`config.mk`:
```
export PLATFORM = sky130hd
export DESIGN_NAME = sha256_message_hasher_core
export DESIGN_NICKNAME = d
export VERILOG_FILES = /design/src/hdl/smh_pkg.sv /design/src/hdl/sha256_message_hasher_core.sv
export VERILOG_INCLUDE_DIRS = /design/src /design/src/hdl
export SDC_FILE = /design/constraint.sdc
export NUM_CORES = 2
export LEC_CHECK = 0
export BUFFER_PORTS_ARGS = -buffer_cell sky130_fd_sc_hd__buf_2
export CORE_MARGIN = 5
export CORE_UTILIZATION = 38
export CTS_CLUSTER_SIZE = 40
export DETAILED_ROUTE_END_ITERATION = 8
export GPL_TIMING_DRIVEN = 0
export SLEW_MARGIN = 20
export SYNTH_ARGS = -nofsm -noshare
export SYNTH_HDL_FRONTEND = slang
export SYNTH_SLANG_ARGS = --single-unit
```
`constraint.sdc`:
```
create_clock -name clk_i -period 16.1 [get_ports clk_i]
set_input_delay 0.805 -clock clk_i [delete_from_list [all_inputs] [get_ports clk_i]]
set_output_delay 0.805 -clock clk_i [all_outputs]
set_load 0.03 [all_outputs]
```
`src/hdl/sha256_message_hasher_core_defines.svh`:
```
// ----------------------------------------------------------------------------
// SHA-256 message hasher assertion macros
// Shared macros for the concurrent checks of the hasher core.
// ----------------------------------------------------------------------------
`ifndef SHA256_MESSAGE_HASHER_CORE_DEFINES_SVH
`define SHA256_MESSAGE_HASHER_CORE_DEFINES_SVH

// Check that is suspended while reset is asserted.
`define SMH_ASSERT(label, clk, rst_n, prop, msg) \
  label: assert property (@(posedge clk) disable iff (!rst_n) prop) else $error(msg);

// Check that also holds while reset is asserted.
`define SMH_ASSERT_ALWAYS(label, clk, prop, msg) \
  label: assert property (@(posedge clk) prop) else $error(msg);

`endif

```
`src/hdl/smh_pkg.sv`:
```
// ----------------------------------------------------------------------------
// SHA-256 message hasher package
// Transfer types, sequencer encodings, round constants and the SHA-256
// bit-mixing functions.
// ----------------------------------------------------------------------------
package smh_pkg;

  typedef struct packed {
    logic [31:0] data_word;
    logic [2:0]  valid_bytes;
    logic        is_last;
  } in_t;

  typedef struct packed {
    logic [31:0] digest_word;
    logic [2:0]  digest_index;
    logic        digest_last;
  } out_t;

  typedef enum logic [2:0] {
    ST_IDLE,
    ST_PUSH,
    ST_ROUND,
    ST_FOLD,
    ST_EMIT
  } state_e;

  typedef enum logic [2:0] {
    PH_DATA,
    PH_PAD80,
    PH_ZERO,
    PH_LEN,
    PH_DONE
  } phase_e;

  localparam logic [7:0] PAD_BYTE = 8'h80;
  localparam logic [5:0] LEN_POS  = 6'd56;
  localparam logic [2:0] MAX_BYTES = 3'd4;

  localparam logic [31:0] IV [8] = '{
    32'h6a09e667, 32'hbb67ae85, 32'h3c6ef372, 32'ha54ff53a,
    32'h510e527f, 32'h9b05688c, 32'h1f83d9ab, 32'h5be0cd19
  };

  localparam logic [31:0] K_ROUND [64] = '{
    32'h428a2f98, 32'h71374491, 32'hb5c0fbcf, 32'he9b5dba5,
    32'h3956c25b, 32'h59f111f1, 32'h923f82a4, 32'hab1c5ed5,
    32'hd807aa98, 32'h12835b01, 32'h243185be, 32'h550c7dc3,
    32'h72be5d74, 32'h80deb1fe, 32'h9bdc06a7, 32'hc19bf174,
    32'he49b69c1, 32'hefbe4786, 32'h0fc19dc6, 32'h240ca1cc,
    32'h2de92c6f, 32'h4a7484aa, 32'h5cb0a9dc, 32'h76f988da,
    32'h983e5152, 32'ha831c66d, 32'hb00327c8, 32'hbf597fc7,
    32'hc6e00bf3, 32'hd5a79147, 32'h06ca6351, 32'h14292967,
    32'h27b70a85, 32'h2e1b2138, 32'h4d2c6dfc, 32'h53380d13,
    32'h650a7354, 32'h766a0abb, 32'h81c2c92e, 32'h92722c85,
    32'ha2bfe8a1, 32'ha81a664b, 32'hc24b8b70, 32'hc76c51a3,
    32'hd192e819, 32'hd6990624, 32'hf40e3585, 32'h106aa070,
    32'h19a4c116, 32'h1e376c08, 32'h2748774c, 32'h34b0bcb5,
    32'h391c0cb3, 32'h4ed8aa4a, 32'h5b9cca4f, 32'h682e6ff3,
    32'h748f82ee, 32'h78a5636f, 32'h84c87814, 32'h8cc70208,
    32'h90befffa, 32'ha4506ceb, 32'hbef9a3f7, 32'hc67178f2
  };

  function automatic logic [31:0] big_sigma0(input logic [31:0] x);
    return {x[1:0], x[31:2]} ^ {x[12:0], x[31:13]} ^ {x[21:0], x[31:22]};
  endfunction

  function automatic logic [31:0] big_sigma1(input logic [31:0] x);
    return {x[5:0], x[31:6]} ^ {x[10:0], x[31:11]} ^ {x[24:0], x[31:25]};
  endfunction

  function automatic logic [31:0] small_sigma0(input logic [31:0] x);
    return {x[6:0], x[31:7]} ^ {x[17:0], x[31:18]} ^ {3'b000, x[31:3]};
  endfunction

  function automatic logic [31:0] small_sigma1(input logic [31:0] x);
    return {x[16:0], x[31:17]} ^ {x[18:0], x[31:19]} ^ {10'd0, x[31:10]};
  endfunction

endpackage

```
`src/hdl/sha256_message_hasher_core.sv`:
```
// ----------------------------------------------------------------------------
// SHA-256 message hasher core
// Streams a message in as big-endian words and returns its SHA-256 digest as
// eight words once the final word has been taken.
// ----------------------------------------------------------------------------
// An input transfer is taken only while the core is idle. Each word then moves
// its valid bytes into the 64-byte block buffer at one byte per cycle, except
// while a filled block is being compressed. Every filled block takes 64 rounds
// through the single round unit, then a fold of the working words into the
// chaining words; the working words load on the cycle that pushes the last byte
// of the block. A final word also pushes 9 to 72 padding and length bytes at
// one per cycle outside the one or two compressions this needs, plus a step to
// leave the zero fill and one to finish, after which the eight digest words are
// offered in order, one per cycle unless the receiver stalls.
`include "sha256_message_hasher_core_defines.svh"

module sha256_message_hasher_core (
  input  logic          clk_i,
  input  logic          rst_ni,
  input  logic          in_valid_i,
  output logic          in_stall_o,
  input  smh_pkg::in_t  in_data_i,
  output logic          out_valid_o,
  input  logic          out_stall_i,
  output smh_pkg::out_t out_data_o
);

  smh_pkg::state_e state_q, state_d;
  smh_pkg::phase_e phase_q;

  logic [31:0] word_q;
  logic [2:0]  cnt_q;
  logic        last_q;
  logic [2:0]  idx_q;
  logic [5:0]  pos_q;
  logic [63:0] byte_count_q;
  logic [5:0]  round_q;
  logic [2:0]  emit_idx_q;

  logic [31:0] w_q     [16];
  logic [31:0] v_q     [8];
  logic [31:0] chain_q [8];

  logic        push_en;
  logic [7:0]  push_byte;
  logic [63:0] bit_len;
  logic [7:0]  data_byte;
  logic [7:0]  len_byte;
  logic        in_xfer;
  logic        out_xfer;
  logic [31:0] t1;
  logic [31:0] t2;
  logic [31:0] w_new;
  logic [31:0] choose;
  logic [31:0] major;

  assign bit_len   = {byte_count_q[60:0], 3'b000};
  assign data_byte = word_q[{~idx_q[1:0], 3'b000} +: 8];
  assign len_byte  = bit_len[{~idx_q, 3'b000} +: 8];
  assign in_xfer   = in_valid_i && !in_stall_o;
  assign out_xfer  = out_valid_o && !out_stall_i;

  assign choose = (v_q[4] & v_q[5]) ^ (~v_q[4] & v_q[6]);
  assign major  = (v_q[0] & v_q[1]) ^ (v_q[0] & v_q[2]) ^ (v_q[1] & v_q[2]);
  assign t1     = v_q[7] + smh_pkg::big_sigma1(v_q[4]) + choose
                  + smh_pkg::K_ROUND[round_q] + w_q[0];
  assign t2     = smh_pkg::big_sigma0(v_q[0]) + major;
  assign w_new  = smh_pkg::small_sigma1(w_q[14]) + w_q[9]
                  + smh_pkg::small_sigma0(w_q[1]) + w_q[0];

  assign out_data_o.digest_word  = chain_q[emit_idx_q];
  assign out_data_o.digest_index = emit_idx_q;
  assign out_data_o.digest_last  = (emit_idx_q == 3'd7);

  always_comb begin
    push_en     = 1'b0;
    push_byte   = 8'd0;
    in_stall_o  = 1'b1;
    out_valid_o = 1'b0;
    case (state_q)
      smh_pkg::ST_IDLE: begin
        in_stall_o = 1'b0;
      end
      smh_pkg::ST_PUSH: begin
        case (phase_q)
          smh_pkg::PH_DATA: begin
            push_en   = (idx_q < cnt_q);
            push_byte = data_byte;
          end
          smh_pkg::PH_PAD80: begin
            push_en   = 1'b1;
            push_byte = smh_pkg::PAD_BYTE;
          end
          smh_pkg::PH_ZERO: begin
            push_en = (pos_q != smh_pkg::LEN_POS);
          end
          smh_pkg::PH_LEN: begin
            push_en   = 1'b1;
            push_byte = len_byte;
          end
          default: begin
            push_en = 1'b0;
          end
        endcase
      end
      smh_pkg::ST_EMIT: begin
        out_valid_o = 1'b1;
      end
      default: begin
        in_stall_o = 1'b1;
      end
    endcase
  end

  always_comb begin
    state_d = state_q;
    case (state_q)
      smh_pkg::ST_IDLE: begin
        if (in_valid_i) begin
          state_d = smh_pkg::ST_PUSH;
        end
      end
      smh_pkg::ST_PUSH: begin
        if (push_en && pos_q == 6'd63) begin
          state_d = smh_pkg::ST_ROUND;
        end else if (phase_q == smh_pkg::PH_DATA && !push_en && !last_q) begin
          state_d = smh_pkg::ST_IDLE;
        end else if (phase_q == smh_pkg::PH_DONE) begin
          state_d = smh_pkg::ST_EMIT;
        end
      end
      smh_pkg::ST_ROUND: begin
        if (round_q == 6'd63) begin
          state_d = smh_pkg::ST_FOLD;
        end
      end
      smh_pkg::ST_FOLD: begin
        state_d = smh_pkg::ST_PUSH;
      end
      smh_pkg::ST_EMIT: begin
        if (out_xfer && emit_idx_q == 3'd7) begin
          state_d = smh_pkg::ST_IDLE;
        end
      end
      default: begin
        state_d = smh_pkg::ST_IDLE;
      end
    endcase
  end

  always_ff @(posedge clk_i or negedge rst_ni) begin
    if (!rst_ni) begin
      state_q      <= smh_pkg::ST_IDLE;
      phase_q      <= smh_pkg::PH_DATA;
      idx_q        <= 3'd0;
      pos_q        <= 6'd0;
      byte_count_q <= 64'd0;
      round_q      <= 6'd0;
      emit_idx_q   <= 3'd0;
      chain_q      <= smh_pkg::IV;
    end else begin
      state_q <= state_d;
      if (in_xfer) begin
        phase_q <= smh_pkg::PH_DATA;
        idx_q   <= 3'd0;
      end
      if (push_en) begin
        pos_q <= pos_q + 6'd1;
      end
      if (state_q == smh_pkg::ST_PUSH) begin
        case (phase_q)
          smh_pkg::PH_DATA: begin
            if (push_en) begin
              idx_q        <= idx_q + 3'd1;
              byte_count_q <= byte_count_q + 64'd1;
            end else if (last_q) begin
              phase_q <= smh_pkg::PH_PAD80;
            end
          end
          smh_pkg::PH_PAD80: begin
            phase_q <= smh_pkg::PH_ZERO;
          end
          smh_pkg::PH_ZERO: begin
            if (!push_en) begin
              phase_q <= smh_pkg::PH_LEN;
              idx_q   <= 3'd0;
            end
          end
          smh_pkg::PH_LEN: begin
            idx_q <= idx_q + 3'd1;
            if (idx_q == 3'd7) begin
              phase_q <= smh_pkg::PH_DONE;
            end
          end
          default: begin
            phase_q <= phase_q;
          end
        endcase
      end
      if (state_q == smh_pkg::ST_PUSH && state_d == smh_pkg::ST_ROUND) begin
        round_q <= 6'd0;
      end else if (state_q == smh_pkg::ST_ROUND) begin
        round_q <= round_q + 6'd1;
      end
      if (state_q == smh_pkg::ST_FOLD) begin
        for (int i = 0; i < 8; i++) begin
          chain_q[i] <= chain_q[i] + v_q[i];
        end
      end
      if (out_xfer) begin
        emit_idx_q <= emit_idx_q + 3'd1;
        if (emit_idx_q == 3'd7) begin
          chain_q      <= smh_pkg::IV;
          byte_count_q <= 64'd0;
          pos_q        <= 6'd0;
        end
      end
    end
  end

  always_ff @(posedge clk_i) begin
    if (in_xfer) begin
      word_q <= in_data_i.data_word;
      cnt_q  <= (in_data_i.valid_bytes > smh_pkg::MAX_BYTES) ? smh_pkg::MAX_BYTES
                                                           : in_data_i.valid_bytes;
      last_q <= in_data_i.is_last;
    end
    if (push_en) begin
      for (int i = 0; i < 15; i++) begin
        w_q[i] <= {w_q[i][23:0], w_q[i + 1][31:24]};
      end
      w_q[15] <= {w_q[15][23:0], push_byte};
    end else if (state_q == smh_pkg::ST_ROUND) begin
      for (int i = 0; i < 15; i++) begin
        w_q[i] <= w_q[i + 1];
      end
      w_q[15] <= w_new;
    end
    if (state_q == smh_pkg::ST_PUSH && state_d == smh_pkg::ST_ROUND) begin
      v_q <= chain_q;
    end else if (state_q == smh_pkg::ST_ROUND) begin
      v_q[7] <= v_q[6];
      v_q[6] <= v_q[5];
      v_q[5] <= v_q[4];
      v_q[4] <= v_q[3] + t1;
      v_q[3] <= v_q[2];
      v_q[2] <= v_q[1];
      v_q[1] <= v_q[0];
      v_q[0] <= t1 + t2;
    end
  end

  `SMH_ASSERT(a_emit_blocks_input, clk_i, rst_ni,
              out_valid_o |-> in_stall_o, "Input taken while digest is pending")
  `SMH_ASSERT(a_ready_after_digest, clk_i, rst_ni,
              (out_xfer && out_data_o.digest_last) |=> !in_stall_o,
              "Core not ready after final digest transfer")
  `SMH_ASSERT(a_rounds_then_fold, clk_i, rst_ni,
              (state_q == smh_pkg::ST_ROUND && round_q == 6'd63)
              |=> state_q == smh_pkg::ST_FOLD, "Compression did not end after 64 rounds")
  `SMH_ASSERT(a_emit_block_aligned, clk_i, rst_ni,
              out_valid_o |-> (pos_q == 6'd0), "Digest offered with a partial block")
  `SMH_ASSERT(a_accept_starts_push, clk_i, rst_ni,
              in_xfer |=> state_q == smh_pkg::ST_PUSH, "Input transfer did not start work")
  `SMH_ASSERT_ALWAYS(a_reset_idle, clk_i,
                     !rst_ni |=> (state_q == smh_pkg::ST_IDLE && !out_valid_o),
                     "Core not idle during reset")

endmodule
```
==> flow_summary.toml <==
[cts]
cts_htree_levels = 4
clkTransAtPathRegs_ns = 0.07
cts-root-buf = "sky130_fd_sc_hd__clkbuf_16"
cts_tree = "built"
post_cts_resize_count = 0
clock_tree.buffer_depth = 3
postCtsHoldBufs = 1
cts_buffers = 137
worst_skew_pair.late_latency_ns = 0.84
cts_setup_buffers = 0
clkSinkCount = 1145

[timing]
finalWorstPathRequiredPeriod_ns = 11.95
grt_setup_unrepaired = "no"
slew_headroom = 0.133
worst_clk_skew_ns = 0.0498
finalSetupViolations = 0
finalHoldViolations = 0
slew_violations = 0
max_slew.worst_pin.slew_ns = 1.30
layout_worst_path_cycle_share = 0.742
worst_hold_slack_ns = 0.148
max_clock_freq_mhz = 83.7

[layout]
finish.utilization = 0.425
drive_gt1_frac = 0.0752
final_cells = 11500
final_net_count = 9316
area_delta_synth_final_pct = 11.3

[critical_path]
setup.worst_path.start_class = "register"
r2r.worst_path.cells = 38
critical-path-slowest-cell = "sky130_fd_sc_hd__xor2_1"
crit_arrival_ns = 12.47
worst-endpoint-required_ns = 16.62
crit_type = "register to register"
timing.critical_path.slowest_cell_delay_ns = 0.86
timing.critical_path.mode_cell = "sky130_fd_sc_hd__inv_1"
highest_fanout_seen_on_the_critical_path = 13
setup.reg_to_reg.worst_slack_ns = 4.15
crit_end_element = "register"
regToRegStartpoint = "round_q[1]$_DFFE_PN0P_"
rr_endpoint = "v_q[255]$_DFFE_PP_"

[global_route]
grt_start_max_net_pins = 90
grt_pass1_vias = 63600
grt_usage = 0.287
grt_first_pass_wirelength_um = 453000
gr-total-overflow = 0
initial_antenna_violation_count = 12

[floorplan]
core_area_sq_um = 204000
rows = 166
io_pins = 78
die_height_um = 463
die_w_um = 463
start_util = 0.381
design.die.area_sq_um = 214000

[logic_synthesis]
netlist_area_sq_um = 77800
synth-seq-cells = 1145
synth-main-ff-cell = "sky130_fd_sc_hd__edfxtp_1"
fraction_of_registers_with_async_set_or_reset_after_synthesis = 0.298
yosysWarningCount = 0
synth-edff-count = 804
postSynthCellCount = 8438
synth.yosys.seq_area_share = 0.422
synthDistinctLibCells = 110
synthesis.nets = 9075
postSynthAreaPerCell_sq_um = 9.23

[placement]
post-dp-hpwl_um = 244000
placedCellCount = 11200
portBuffers = 77
globalplace.congestion = 1.02

[routing]
totalWireLength_um = 318000
detailed_route_iter0_violations = 9009
detail-route-antenna-nets = 0
drt-pass1-iter-count = 6
vias = 67300
avgViaCountPerCell = 5.86
drt-wirelength-per-cell_um = 27.7
remaining_drc_errors = 0

[min_path]
min_delay_src = "in_data_i[11]"
worst_hold_path.endpoint = "word_q[7]$_DFFE_PP_"
worst_hold_path_cell_count = 1
worst_min_delay_path_class = "primary input to register"

[job]
max_cap_violations = 0

[status]
status = "completed"
through the flow:
step	TNS, ns	area, sq um	setup WS [ns]
floorplan	0	77800	2.22
global placement	-1869.36	81600	-3.71
detailed placement	0	82300	4.67
CTS	0	86600	4.58
global route	0	86700	3.78
finish	0	86700	4.15
routing by layer:
layer  part of all wire  GRT usage  vias to the layer above
met5            0.00021          0                        -
met4              0.058      0.141                       10
met3               0.12     0.0758                      761
met2               0.41      0.408                     3910
met1               0.42      0.404                    33100
li1                   -          -                    29500
synthesized netlist by cell type, types with 36 or more instances:
master | n | area share
sky130_fd_sc_hd__o31ai_1 | 38 | 0.0037
sky130_fd_sc_hd__buf_1 | 36 | 0.0017
sky130_fd_sc_hd__a31oi_1 | 43 | 0.0035
sky130_fd_sc_hd__nor3_1 | 77 | 0.0050
sky130_fd_sc_hd__nand2_1 | 2527 | 0.12
sky130_fd_sc_hd__mux2_2 | 45 | 0.0065
sky130_fd_sc_hd__o21ai_0 | 354 | 0.023
sky130_fd_sc_hd__or3_1 | 37 | 0.0030
sky130_fd_sc_hd__a211oi_1 | 51 | 0.0049
sky130_fd_sc_hd__a21oi_1 | 511 | 0.033
sky130_fd_sc_hd__nor2_1 | 374 | 0.018
sky130_fd_sc_hd__xnor2_1 | 374 | 0.042
sky130_fd_sc_hd__fa_1 | 195 | 0.050
sky130_fd_sc_hd__ha_1 | 402 | 0.065
sky130_fd_sc_hd__mux4_2 | 92 | 0.027
sky130_fd_sc_hd__nand3_1 | 128 | 0.0082
sky130_fd_sc_hd__mux2i_1 | 41 | 0.0053
sky130_fd_sc_hd__clkbuf_1 | 429 | 0.021
sky130_fd_sc_hd__o211ai_1 | 108 | 0.010
sky130_fd_sc_hd__o21a_1 | 56 | 0.0054
sky130_fd_sc_hd__dfstp_2 | 136 | 0.046
sky130_fd_sc_hd__o21bai_1 | 43 | 0.0041
sky130_fd_sc_hd__nand2b_1 | 63 | 0.0051
sky130_fd_sc_hd__inv_1 | 365 | 0.018
sky130_fd_sc_hd__and3_1 | 46 | 0.0037
sky130_fd_sc_hd__nand4_1 | 38 | 0.0031
sky130_fd_sc_hd__a21o_1 | 211 | 0.020
sky130_fd_sc_hd__dfrtp_1 | 205 | 0.066
sky130_fd_sc_hd__nor2b_1 | 48 | 0.0039
sky130_fd_sc_hd__xor2_1 | 241 | 0.027
sky130_fd_sc_hd__edfxtp_1 | 804 | 0.31
logic make-up after synthesis:
kind of cell,count (synthesis),share of synthesized area
adder cells (fa/ha/maj),599,0.115
AND/OR/NAND/NOR,3428,0.181
multiplexers,179,0.0386
buffers and inverters,838,0.0405
XOR/XNOR,616,0.0695
flip-flops,1145,0.422
AO/OA/AOI/OAI,1633,0.133
flip-flops by register name, summed over array words and instances, names as in the netlist, 6 cells and up:
name          cells
byte_count_q     61
word_q           32
v_q             256
round_q           6
w_q             512
chain_q         256
pos_q             6
critical path: cells and delay by family, from the launching register on:
| kind | cells | cell delay, ns |
|---|---|---|
| xor+xnor | 2 | 1.08 |
| buf+inv | 8 | 1.88 |
| flops | 1 | 0.72 |
| compound gates | 13 | 3.57 |
| simple gates | 8 | 1.82 |
| fa+ha+maj | 7 | 2.51 |
cell type report:
cell class                      instances  area [sq um]
Antenna cell                            6          15.0
Buffer                                470          1810
Clock buffer                          186          3740
Clock inverter                         63           621
Fill cell                           19900        117000
Inverter                              368          1380
Multi-Input combinational cell       6455         41900
Sequential cell                      1145         32800
Tap cell                             2688          3360
Timing Repair Buffer                  102           993
worst max-delay path by stage:
| stage | end | start | slack, ns |
|---|---|---|---|
| after global routing | v_q[255]$_DFFE_PP_ | round_q[1]$_DFFE_PN0P_ | 3.78 |
| after global placement | w_q[0][154]$_DFFE_PP_ | idx_q[0]$_DFF_PN0_ | -3.71 |
| after detailed placement | v_q[255]$_DFFE_PP_ | round_q[1]$_DFFE_PN0P_ | 4.67 |
| after floorplan | w_q[0][0]$_DFFE_PP_ | idx_q[0]$_DFF_PN0_ | 2.22 |
| final | v_q[255]$_DFFE_PP_ | round_q[1]$_DFFE_PN0P_ | 4.15 |
| after CTS | v_q[255]$_DFFE_PP_ | round_q[1]$_DFFE_PN0P_ | 4.58 |
cells in the final DEF (no fill, tap or decap), types with 43 or more instances in the layout:
cell	netlist	layout
sky130_fd_sc_hd__dfstp_2	136	136
sky130_fd_sc_hd__dfrtp_1	205	205
sky130_fd_sc_hd__a21o_1	211	211
sky130_fd_sc_hd__fa_1	195	195
sky130_fd_sc_hd__nand2b_1	63	63
sky130_fd_sc_hd__a21oi_1	511	511
sky130_fd_sc_hd__inv_1	365	365
sky130_fd_sc_hd__nand3_1	128	128
sky130_fd_sc_hd__mux2_2	45	45
sky130_fd_sc_hd__o21a_1	56	56
sky130_fd_sc_hd__buf_2	4	85
sky130_fd_sc_hd__nor2b_1	48	48
sky130_fd_sc_hd__and3_1	46	46
sky130_fd_sc_hd__nor2_1	374	373
sky130_fd_sc_hd__clkbuf_16	0	140
sky130_fd_sc_hd__a31oi_1	43	43
sky130_fd_sc_hd__edfxtp_1	804	804
sky130_fd_sc_hd__xor2_1	241	241
sky130_fd_sc_hd__mux4_2	92	92
sky130_fd_sc_hd__nand2_1	2527	2525
sky130_fd_sc_hd__clkbuf_1	429	442
sky130_fd_sc_hd__o21bai_1	43	43
sky130_fd_sc_hd__xnor2_1	374	374
sky130_fd_sc_hd__a211oi_1	51	51
sky130_fd_sc_hd__o211ai_1	108	108
sky130_fd_sc_hd__ha_1	402	402
sky130_fd_sc_hd__o21ai_0	354	350
sky130_fd_sc_hd__nor3_1	77	76
Power is left out: the tool's default activity adds up to more than one toggle a clock period on the data nets, which glitch-free logic cannot reach.
